**src/rtl/core/ddw_pkg.sv**
```systemverilog
// Shared types, calendar tables and constants for the date difference and weekday block.
package ddw_pkg;

    // Field widths
    localparam int YEAR_W  = 14;
    localparam int MONTH_W = 4;
    localparam int DAY_W   = 5;
    localparam int DNUM_W  = 23;
    localparam int WDAY_W  = 3;

    // Calendar constants
    localparam int DAYS_PER_YEAR = 365;
    localparam int WEEK_DAYS     = 7;
    localparam int FEBRUARY      = 2;
    localparam int DECEMBER      = 12;

    // Reference Sunday 2013-01-06 has day number 735240, which is 2 mod 7
    localparam int REF_DAY_MOD7  = 2;
    localparam logic [WDAY_W-1:0] REF_SHIFT = WDAY_W'(WEEK_DAYS - REF_DAY_MOD7);

    // Reciprocal for x / 100: (x * 5243) >> 19 is exact for x below 43699
    localparam logic [12:0] RECIP_100 = 13'd5243;
    localparam int          RECIP_SH  = 19;

    // Days before each month, and month lengths (common year); unused codes are zero
    localparam logic [8:0] DAYS_BEFORE [16] = '{
        9'd0, 9'd0, 9'd31, 9'd59, 9'd90, 9'd120, 9'd151, 9'd181,
        9'd212, 9'd243, 9'd273, 9'd304, 9'd334, 9'd0, 9'd0, 9'd0
    };
    localparam logic [4:0] MONTH_LEN [16] = '{
        5'd0, 5'd31, 5'd28, 5'd31, 5'd30, 5'd31, 5'd30, 5'd31,
        5'd31, 5'd30, 5'd31, 5'd30, 5'd31, 5'd0, 5'd0, 5'd0
    };

    // Result of one lane: day number and calendar error flag
    typedef struct packed {
        logic [DNUM_W-1:0] dnum;
        logic              bad;
    } ddw_day_t;

endpackage

```
**src/rtl/core/ddw_day_lane.sv**
```systemverilog
// One date lane: clamps the year and turns a date into its day number and error flag over three stages.
module ddw_day_lane #(
    parameter int MAX_YEAR = 9999
) (
    input  logic                      aclk,
    input  logic                      en,
    input  logic [ddw_pkg::YEAR_W-1:0]  year,
    input  logic [ddw_pkg::MONTH_W-1:0] month,
    input  logic [ddw_pkg::DAY_W-1:0]   day,
    output ddw_pkg::ddw_day_t           res
);
    import ddw_pkg::*;

    localparam logic [15:0] MAX_Y16 = 16'(MAX_YEAR);

    // floor(x / 100) by reciprocal multiply
    function automatic logic [7:0] div100(input logic [14:0] x);
        logic [27:0] p;
        begin
            p = 28'(x) * 28'(RECIP_100);
            div100 = 8'(p >> RECIP_SH);
        end
    endfunction

    // Stage 1: year clamp
    logic [YEAR_W-1:0]  y1_reg, y1_next;
    logic [MONTH_W-1:0] m1_reg;
    logic [DAY_W-1:0]   d1_reg;

    always_comb begin
        if ({2'b00, year} > MAX_Y16) begin
            y1_next = MAX_Y16[YEAR_W-1:0];
        end else begin
            y1_next = year;
        end
    end

    always_ff @(posedge aclk) begin
        if (en) begin
            y1_reg <= y1_next;
            m1_reg <= month;
            d1_reg <= day;
        end
    end

    // Stage 2: century and quad-century quotients
    logic [YEAR_W-1:0]  y2_reg;
    logic [MONTH_W-1:0] m2_reg;
    logic [DAY_W-1:0]   d2_reg;
    logic [7:0]         q_cent_reg, q_cent_next;  // y / 100
    logic [7:0]         q_adj_reg, q_adj_next;    // (y + 99) / 100
    logic [7:0]         q_400_reg, q_400_next;    // (y + 399) / 400
    logic [14:0]        y_p399;

    always_comb begin
        y_p399      = 15'(y1_reg) + 15'd399;
        q_cent_next = div100(15'(y1_reg));
        q_adj_next  = div100(15'(y1_reg) + 15'd99);
        q_400_next  = div100(15'(y_p399 >> 2));
    end

    always_ff @(posedge aclk) begin
        if (en) begin
            y2_reg     <= y1_reg;
            m2_reg     <= m1_reg;
            d2_reg     <= d1_reg;
            q_cent_reg <= q_cent_next;
            q_adj_reg  <= q_adj_next;
            q_400_reg  <= q_400_next;
        end
    end

    // Stage 3: leap rule, month check and day number
    ddw_day_t   res_reg, res_next;
    logic       cent_zero, leap, m_ok, leap_feb, leap_add;
    logic [4:0] mlen;

    always_comb begin
        cent_zero = (y2_reg == YEAR_W'(14'(q_cent_reg) * 14'd100));
        leap      = ((y2_reg[1:0] == 2'b00) && !cent_zero)
                  || (cent_zero && (q_cent_reg[1:0] == 2'b00));
        m_ok      = (m2_reg >= MONTH_W'(1)) && (m2_reg <= MONTH_W'(DECEMBER));
        leap_feb  = leap && (m2_reg == MONTH_W'(FEBRUARY));
        leap_add  = leap && m_ok && (m2_reg > MONTH_W'(FEBRUARY));
        mlen      = MONTH_LEN[m2_reg] + {4'b0000, leap_feb};

        res_next.bad  = !m_ok || (d2_reg == '0) || (d2_reg > mlen);
        res_next.dnum = DNUM_W'(DNUM_W'(y2_reg) * DNUM_W'(DAYS_PER_YEAR))
                      + DNUM_W'((15'(y2_reg) + 15'd3) >> 2)
                      - DNUM_W'(q_adj_reg)
                      + DNUM_W'(q_400_reg)
                      + DNUM_W'(DAYS_BEFORE[m2_reg])
                      + DNUM_W'(leap_add)
                      + DNUM_W'(d2_reg);
    end

    always_ff @(posedge aclk) begin
        if (en) begin
            res_reg <= res_next;
        end
    end

    assign res = res_reg;

endmodule

```
**src/rtl/core/ddw_merge.sv**
```systemverilog
// Merge stage: day difference, weekdays of both dates and the combined error flag.
module ddw_merge (
    input  logic                        aclk,
    input  logic                        en,
    input  ddw_pkg::ddw_day_t           lane_a,
    input  ddw_pkg::ddw_day_t           lane_b,
    output logic [ddw_pkg::DNUM_W-1:0]  day_difference,
    output logic [ddw_pkg::WDAY_W-1:0]  weekday_a,
    output logic [ddw_pkg::WDAY_W-1:0]  weekday_b,
    output logic                        date_invalid
);
    import ddw_pkg::*;

    // Weekday from day number: mod 7 by folding octal digits, then shift to reference
    function automatic logic [WDAY_W-1:0] weekday(input logic [DNUM_W-1:0] n);
        logic [5:0] s1;
        logic [3:0] s2;
        logic [3:0] s3;
        logic [2:0] r;
        logic [3:0] w;
        begin
            s1 = 6'(n[22:21]);
            for (int i = 0; i < 7; i++) begin
                s1 = s1 + 6'(n[3*i +: 3]);
            end
            s2 = 4'(s1[5:3]) + 4'(s1[2:0]);
            s3 = 4'(s2[3]) + 4'(s2[2:0]);
            r  = (s3 == 4'(WEEK_DAYS)) ? 3'd0 : s3[2:0];
            w  = 4'(r) + 4'(REF_SHIFT);
            weekday = (w >= 4'(WEEK_DAYS)) ? 3'(w - 4'(WEEK_DAYS)) : w[2:0];
        end
    endfunction

    logic [DNUM_W-1:0] diff_reg;
    logic [WDAY_W-1:0] wa_reg, wb_reg;
    logic              bad_reg;

    always_ff @(posedge aclk) begin
        if (en) begin
            diff_reg <= lane_b.dnum - lane_a.dnum;
            wa_reg   <= weekday(lane_a.dnum);
            wb_reg   <= weekday(lane_b.dnum);
            bad_reg  <= lane_a.bad || lane_b.bad;
        end
    end

    assign day_difference = diff_reg;
    assign weekday_a      = wa_reg;
    assign weekday_b      = wb_reg;
    assign date_invalid   = bad_reg;

endmodule

```
**src/rtl/core/date_difference_weekday.sv**
```systemverilog
// Top level: two date lanes, merge stage and stream handshake.
//
// Usage:
//   Slave channel s_* takes one word per date pair (A and B). Master channel
//   m_* gives one word per pair: signed day difference B minus A, weekday of
//   each date (0 Sunday) in tdata, and a calendar error flag in tuser.
//   Pipeline: three lane stages for year clamp, century quotients and day
//   number, then one merge stage, from input acceptance to m_tvalid.
//   Throughput: one word per cycle while not stalled; the two dates run in separate lanes.
//   Stall: the whole pipeline holds while m_tvalid is high and m_tready is
//   low; s_tready drops in the same cycle and no word is lost or repeated.
//   Reset: synchronous, active low aresetn empties the pipeline; no words
//   are in flight afterward. Years above MAX_YEAR are clamped to MAX_YEAR.
module date_difference_weekday #(
    parameter int MAX_YEAR = 9999
) (
    input  logic        aclk,
    input  logic        aresetn,
    input  logic        s_tvalid,
    output logic        s_tready,
    // year_a[13:0], month_a[17:14], day_a[22:18], year_b[36:23], month_b[40:37],
    // day_b[45:41], zero[47:46]
    input  logic [47:0] s_tdata,
    output logic        m_tvalid,
    input  logic        m_tready,
    // day_difference[22:0], weekday_a[25:23], weekday_b[28:26], zero[31:29]
    output logic [31:0] m_tdata,
    // date_invalid[0]
    output logic        m_tuser
);
    import ddw_pkg::*;

    localparam int STAGES = 4;

    logic              en;
    logic [STAGES-1:0] vld_reg, vld_next;
    ddw_day_t          day_a, day_b;
    logic [DNUM_W-1:0] diff;
    logic [WDAY_W-1:0] wd_a, wd_b;
    logic              bad;

    // Pipeline advances whenever the output slot is free or being taken
    assign en       = m_tready || !m_tvalid;
    assign s_tready = en;
    assign m_tvalid = vld_reg[STAGES-1];

    always_comb begin
        vld_next = {vld_reg[STAGES-2:0], s_tvalid};
    end

    always_ff @(posedge aclk) begin
        if (!aresetn) begin
            vld_reg <= '0;
        end else if (en) begin
            vld_reg <= vld_next;
        end
    end

    // Lanes for dates A and B
    ddw_day_lane #(.MAX_YEAR(MAX_YEAR)) u_lane_a (
        .aclk  (aclk),
        .en    (en),
        .year  (s_tdata[13:0]),
        .month (s_tdata[17:14]),
        .day   (s_tdata[22:18]),
        .res   (day_a)
    );

    ddw_day_lane #(.MAX_YEAR(MAX_YEAR)) u_lane_b (
        .aclk  (aclk),
        .en    (en),
        .year  (s_tdata[36:23]),
        .month (s_tdata[40:37]),
        .day   (s_tdata[45:41]),
        .res   (day_b)
    );

    // Merge and output register
    ddw_merge u_merge (
        .aclk           (aclk),
        .en             (en),
        .lane_a         (day_a),
        .lane_b         (day_b),
        .day_difference (diff),
        .weekday_a      (wd_a),
        .weekday_b      (wd_b),
        .date_invalid   (bad)
    );

    assign m_tdata = {3'b000, wd_b, wd_a, diff};
    assign m_tuser = bad;

endmodule
```
**config.mk**
```make
export PLATFORM = sky130hd
export DESIGN_NAME = date_difference_weekday
export DESIGN_NICKNAME = d
export VERILOG_FILES = /design/src/rtl/core/ddw_pkg.sv /design/src/rtl/core/ddw_day_lane.sv /design/src/rtl/core/ddw_merge.sv /design/src/rtl/core/date_difference_weekday.sv
export SDC_FILE = /design/constraint.sdc
export NUM_CORES = 2
export LEC_CHECK = 0
export CAP_MARGIN = 20
export CORE_MARGIN = 3
export CORE_UTILIZATION = 45
export DETAILED_ROUTE_END_ITERATION = 12
export DONT_BUFFER_PORTS = 1
export PLACE_DENSITY = 0.64
export SLEW_MARGIN = 20
export SYNTH_ARGS = -nofsm -noshare
export SYNTH_HDL_FRONTEND = slang
export SYNTH_SLANG_ARGS = --single-unit
```
**constraint.sdc**
```tcl
create_clock -name aclk -period 18.2 [get_ports aclk]
set_input_delay 3.64 -clock aclk [delete_from_list [all_inputs] [get_ports aclk]]
set_output_delay 3.64 -clock aclk [all_outputs]
set_load 0.03 [all_outputs]
```
# After elaboration in Yosys (flattened, before gate mapping)
# Memories as Yosys holds them, arrays and structs flattened.
# Cells that the tools add are included.
[classes] n_eq_ne=6 mux=12 mul=10 addsub=43 n_reduce_logical=31 n_bitwise=2 order_cmp=14
[ops] op="6-bit by 3-bit adder with 6-bit output" count=12
[ops] op="14-bit by 13-bit multiplier with 27-bit output, second input constant" count=2
[ops] op="15-bit by 13-bit multiplier with 27-bit output, second input constant" count=2
[ops] op="13-bit by 13-bit multiplier with 26-bit output, second input constant" count=2
[ops] op="23-bit by 1-bit adder with 23-bit output" count=2
[ops] op="23-bit by 21-bit adder with 23-bit output" count=2
[ops] op="23-bit by 5-bit adder with 23-bit output" count=2
[ops] op="23-bit by 8-bit adder with 23-bit output" count=2
[ops] op="23-bit by 9-bit adder with 23-bit output" count=2
[ops] op="14-bit by 9-bit multiplier with 23-bit output, second input constant" count=2
[ops] op="23-bit by 8-bit subtractor with 23-bit output" count=2
[ops] op="9-bit two-way mux" count=4
[ops] op="14-bit by 2-bit adder with 15-bit output, second input constant" count=2
[ops] op="14-bit by 7-bit adder with 15-bit output, second input constant" count=2
[ops] op="14-bit by 9-bit adder with 15-bit output, second input constant" count=2
[ops] op="14-bit equality test" count=2
[ops] op="14-bit > comparator, second input constant" count=2
[ops] op="8-bit by 5-bit multiplier with 12-bit output, second input constant" count=2
[ops] op="23-bit subtractor" count=1
[ops] op="5-bit two-way mux" count=4
[ops] op="1-bit logical AND" count=12
[ops] op="3-bit two-way mux" count=4
[ops] op="5-bit by 1-bit adder with 5-bit output" count=2
[ops] op="5-bit greater-or-equal comparator, second input constant" count=2
[ops] op="other kinds (17)" count=45
[word_totals] romBits=448 word_cells=149 n_memories=4 input_bits=52 ff_bits=222 out_inout_bits=35
[mem_list] memory="(name not given)" words=16 word_bits=9 rd=1 rd_clocked_by_memory_dff=0 wr=0 line="ddw_day_lane.sv:92" text="+ DNUM_W'(DAYS_BEFORE[m2_reg])"
[mem_list] memory="(name not given)" words=16 word_bits=9 rd=1 rd_clocked_by_memory_dff=0 wr=0 line="ddw_day_lane.sv:92"
[mem_list] memory="(name not given)" words=16 word_bits=5 rd=1 rd_clocked_by_memory_dff=0 wr=0 line="ddw_day_lane.sv:85" text="mlen = MONTH_LEN[m2_reg] + {4'b0000, leap_feb};"
[mem_list] memory="(name not given)" words=16 word_bits=5 rd=1 rd_clocked_by_memory_dff=0 wr=0 line="ddw_day_lane.sv:85"

# Longest topological paths before layout
[logic_depth] depth_word=14 mapped_depth=37 depth_no_buf=37

# Cells and area by module
# A second synthesis with hierarchy kept.
[unflattened] cells_unflattened=4128 hier_area_um2=42812.3
[by_module_without_submodules] module="ddw_day_lane at u_lane_b" seq_area_each_um2=2792.7 instances=1 cells_per_inst=1866 area_per_inst_um2=19491.2
[by_module_without_submodules] module="ddw_day_lane at u_lane_a" seq_area_each_um2=2792.7 instances=1 cells_per_inst=1845 area_per_inst_um2=19318.5
[by_module_without_submodules] module="ddw_merge" seq_area_each_um2=900.9 instances=1 cells_per_inst=398 area_per_inst_um2=3814.9
[by_module_without_submodules] module="date_difference_weekday" seq_area_each_um2=80.1 instances=1 cells_per_inst=19 area_per_inst_um2=187.7

# Worst setup path after synthesis
# OpenSTA, ideal clock, no wires.
[synth_timing] path_kind="input port to output port" startpoint="input port m_tready" endpoint="output port s_tready" arrival_time_ns=9.957 t_required_ns=14.560 cell_stages=2 path_slack_ns=4.603 n_path_buf=1 cell_sequence="nand2b_1 -> clkbuf_1"
[synth_via] elab_chain_len=1
[synth_rtl] item="from (decl)" line="date_difference_weekday.sv:25" text="input logic m_tready,"
[synth_rtl] item="1-bit logical OR" line="date_difference_weekday.sv:43" text="assign en = m_tready || !m_tvalid;"
[synth_rtl] item="to (decl)" line="date_difference_weekday.sv:20" text="output logic s_tready,"
# No other way between the ends.

==> reports/results.md <==
### Route
• 0 — number of nets with antenna violations after detailed routing
• 6 — number of optimization iterations in the first detailed-route pass
• 15.5 um — routed len/inst
• 0 — DR DRC count
• 83300 um — aggregate routed wire length
• 26200 — vias after detailed routing
• 1028 — DRC violation total after the first TritonRoute iteration
• 4.87 — average vias per placed instance

### Global route
• 5 — initial antenna violation count
• 142000 um — global-route wire length before repair
• 0 — total congestion overflow after global routing
• 27900 — via count of the first global-routing pass
• 17.9% — total routing usage reported by global routing
• 169 — pin count of the biggest net entering global routing

### Timing
• 33.6 ps — Post-Route Skew
• 0 ps — setup TNS after final layout
• 0.113 GHz — achievable frequency
• 48.6% — ratio of final minimum period to clock period
• 0 — setup-violating endpoint count in the final report
• 0 — final hold violation count
• 0 — Final Max Tran Viols
• no — unrepaired setup endpoints after global routing
• 29.3% — worst-case headroom to the max-slew limit
• 1050 ps — transition time of the tightest slew-check pin
• 8840 ps — min Tclk post-route

### Clock network
• 0 — quantity of gates resized following cts
• 0 — number of hold buffers added after CTS
• 0 — number of post-CTS setup repair buffers
• sky130_fd_sc_hd__clkbuf_16 — clock root cell
• 2 — H-Tree Depth
• 3 — worst-case clock buffer depth
• 220 — clk sink count
• 34 — number of buffers inserted during clock tree synthesis
• done — TritonCTS clock tree
• 50 ps — clock slew at reported path FFs
• 560 ps — clock latency on the worst-skew pair

### Flow run
• 0 — max-cap check violation count

### Place
• 0.865 — placer's final routability congestion estimate
• 0 — input/output buffers
• 73200 um — HPWL after DPL

### Synthesis
• 0 — count of yosys warnings during synthesis
• 42300 um2 — synthesized area
• 10.4 um2 — Avg Synthesized Cell Area
• 220 — number of synthesized register bits
• 0% — asr flop ratio synth
• sky130_fd_sc_hd__edfxtp_1 — main flop type after synthesis
• 15.5% — Seq/Total Area, Yosys
• 4081 — Mapped Cells
• 216 — number of enable flip-flop cells after synthesis
• 69 — count of distinct cell types in the synthesized netlist

### Worst setup path
• u_lane_a.res[22] — Crit Reg-Reg Endpoint
• 4 — largest fanout on the critical path
• 18480 ps — required time of the critical path
• 34 — number of cells on the worst reg-to-reg path
• flop — sort of element at the start of the critical path
• flop to flop — kind of critical path
• 730 ps — largest incremental delay on the critical path
• flop — endpoint class of the critical path
• u_lane_a.q_cent_reg[1] — r2r startpoint
• 9110 ps — crit path DAT
• sky130_fd_sc_hd__o21ai_0 — cell with the biggest individual delay on the critical path
• 9360 ps — worst setup slack for register-to-register paths
• sky130_fd_sc_hd__fa_1 — cell repeated most along the worst path

### Finish
• 8546 — Filler Cell Count
• 6.40% — Syn-to-layout area delta
• 6570 um2 — sequential standard cell area
• 31400 um2 — multi-input combinational cell area
• 5740 — nets@finish
• 1.86% — share of layout cells above drive strength 1

### Die
• 92500 um2 — placeable core area
• 313 um — Die Y
• 97800 um2 — total die area
• 87 — IO Pins
• 45.8% — starting density of the core
• 111 — number of core rows
• 313 um — Die Width

### Hold path
• flop to flop — path type of the worst min-delay path
• 0 — worst hold path depth
• u_lane_a.m1_reg[2] — min-delay src
• u_lane_a.m2_reg[2] — worst hold path endpoint

### Run status
• complete, no violations — result of the run

==> cell usage after synthesis (all sizes together) (7+ instances only) <==
cell    number  share of area [%]
a211o        8               0.17
a211oi      13               0.24
a21boi      12               0.21
a21o        58                1.0
a21oi      110                1.3
a22oi        7               0.12
a311oi       7               0.14
a31oi       13               0.19
and2        11               0.16
and3        19               0.28
clkbuf      15               0.13
edfxtp     216                 15
fa         599                 28
ha         984                 29
inv       1152                 10
mux2i       15               0.35
nand2       97               0.86
nand2b      35               0.52
nand3       43               0.51
nand4       11               0.16
nor2       113                1.0
nor2b       37               0.55
nor3        41               0.48
nor4        12               0.18
o211ai       9               0.16
o21a        20               0.35
o21ai       98                1.2
o21bai      10               0.18
or3         11               0.16
xnor2      184                3.8
xor2        41               0.85
==> metrics by stage <==
step                      area, um2  worst slack [ps]  hold WS [ps]  util, %  std cells
after floorplan               42400              4600           400        -       4083
after global placement        43900              9450           402     47.4       5312
after detailed placement      43900              9390           405     47.4       5312
after CTS                     45000              9340           413     48.7       5372
after global routing          45100              8460           421     48.7       5373
final                         45100              9360           412     48.7       5375
==> how the worst max path moves through the flow <==
stage | start | end | slack [ps] | cells after the start
after floorplan | m_tready | s_tready | 4600 | 2
after global placement | u_lane_a.q_cent_reg[1] | u_lane_a.res[16] | 9450 | 34
after detailed placement | u_lane_a.q_cent_reg[1] | u_lane_a.res[22] | 9390 | 34
after CTS | u_lane_a.q_cent_reg[1] | u_lane_a.res[16] | 9340 | 34
after global routing | u_lane_a.q_cent_reg[1] | u_lane_a.res[16] | 8460 | 34
final | u_lane_a.q_cent_reg[1] | u_lane_a.res[22] | 9360 | 34
==> per-layer routing <==
| metal | track usage, % | up-vias | routed length, um |
|---|---|---|---|
| met3 | 2.30 | 74 | 3050 |
| met2 | 29.7 | 310 | 38500 |
| met5 | 0 | - | 0 |
| met4 | 3.04 | 0 | 1280 |
| li1 | - | 13100 | - |
| met1 | 25.5 | 12700 | 40500 |
==> cell type report <==
type | count | area share, %
Multi-Input combinational cell | 2692 | 69.7
Sequential cell | 220 | 14.6
Inverter | 1152 | 9.60
Tap cell | 1243 | 3.45
Clock buffer | 42 | 2.00
Clock inverter | 18 | 0.536
Timing Repair Buffer | 5 | 0.111
Antenna cell | 3 | 0.0167
==> kinds of logic after synthesis <==
logic type	share of synthesized area (%)
buffers and inverters	10.4
other	0.00886
XOR/XNOR	4.65
flip-flops	15.5
adder cells (fa/ha/maj)	57.4
AO/OA/AOI/OAI	6.43
AND/OR/NAND/NOR	5.25
multiplexers	0.355
==> cells in the final DEF, fill, tap and decap left out, types with 9 or more instances in the layout <==
| cell | netlist | final |
|---|---|---|
| sky130_fd_sc_hd__nor3_1 | 41 | 41 |
| sky130_fd_sc_hd__nand3_1 | 43 | 43 |
| sky130_fd_sc_hd__nand2b_1 | 35 | 34 |
| sky130_fd_sc_hd__nor2_1 | 113 | 113 |
| sky130_fd_sc_hd__a31oi_1 | 13 | 13 |
| sky130_fd_sc_hd__mux2i_1 | 15 | 15 |
| sky130_fd_sc_hd__ha_1 | 984 | 984 |
| sky130_fd_sc_hd__a211oi_1 | 12 | 12 |
| sky130_fd_sc_hd__and2_1 | 11 | 11 |
| sky130_fd_sc_hd__a21boi_0 | 10 | 10 |
| sky130_fd_sc_hd__nand2_1 | 97 | 97 |
| sky130_fd_sc_hd__fa_1 | 599 | 599 |
| sky130_fd_sc_hd__xnor2_1 | 184 | 183 |
| sky130_fd_sc_hd__xor2_1 | 41 | 41 |
| sky130_fd_sc_hd__nor2b_1 | 37 | 37 |
| sky130_fd_sc_hd__or3_1 | 11 | 11 |
| sky130_fd_sc_hd__a21o_1 | 58 | 58 |
| sky130_fd_sc_hd__o211ai_1 | 9 | 9 |
| sky130_fd_sc_hd__o21ai_0 | 93 | 93 |
| sky130_fd_sc_hd__nand4_1 | 11 | 11 |
| sky130_fd_sc_hd__o21bai_1 | 10 | 10 |
| sky130_fd_sc_hd__nor4_1 | 12 | 12 |
| sky130_fd_sc_hd__and3_1 | 19 | 19 |
| sky130_fd_sc_hd__o21a_1 | 20 | 20 |
| sky130_fd_sc_hd__a21oi_1 | 110 | 110 |
| sky130_fd_sc_hd__clkbuf_16 | 0 | 35 |
| sky130_fd_sc_hd__inv_1 | 1152 | 1152 |
| sky130_fd_sc_hd__edfxtp_1 | 216 | 216 |
==> critical path, delay by kind of cell (launching register included) <==
family | cells | cell delay [ps]
fa+ha+maj | 11 | 4040
compound gates | 14 | 3330
simple gates | 3 | 340
flops | 1 | 460
buf+inv | 5 | 300
xor+xnor | 1 | 100
Power is left out: the tool's default activity adds up to more than one toggle a clock period on the data nets, which glitch-free logic cannot reach.
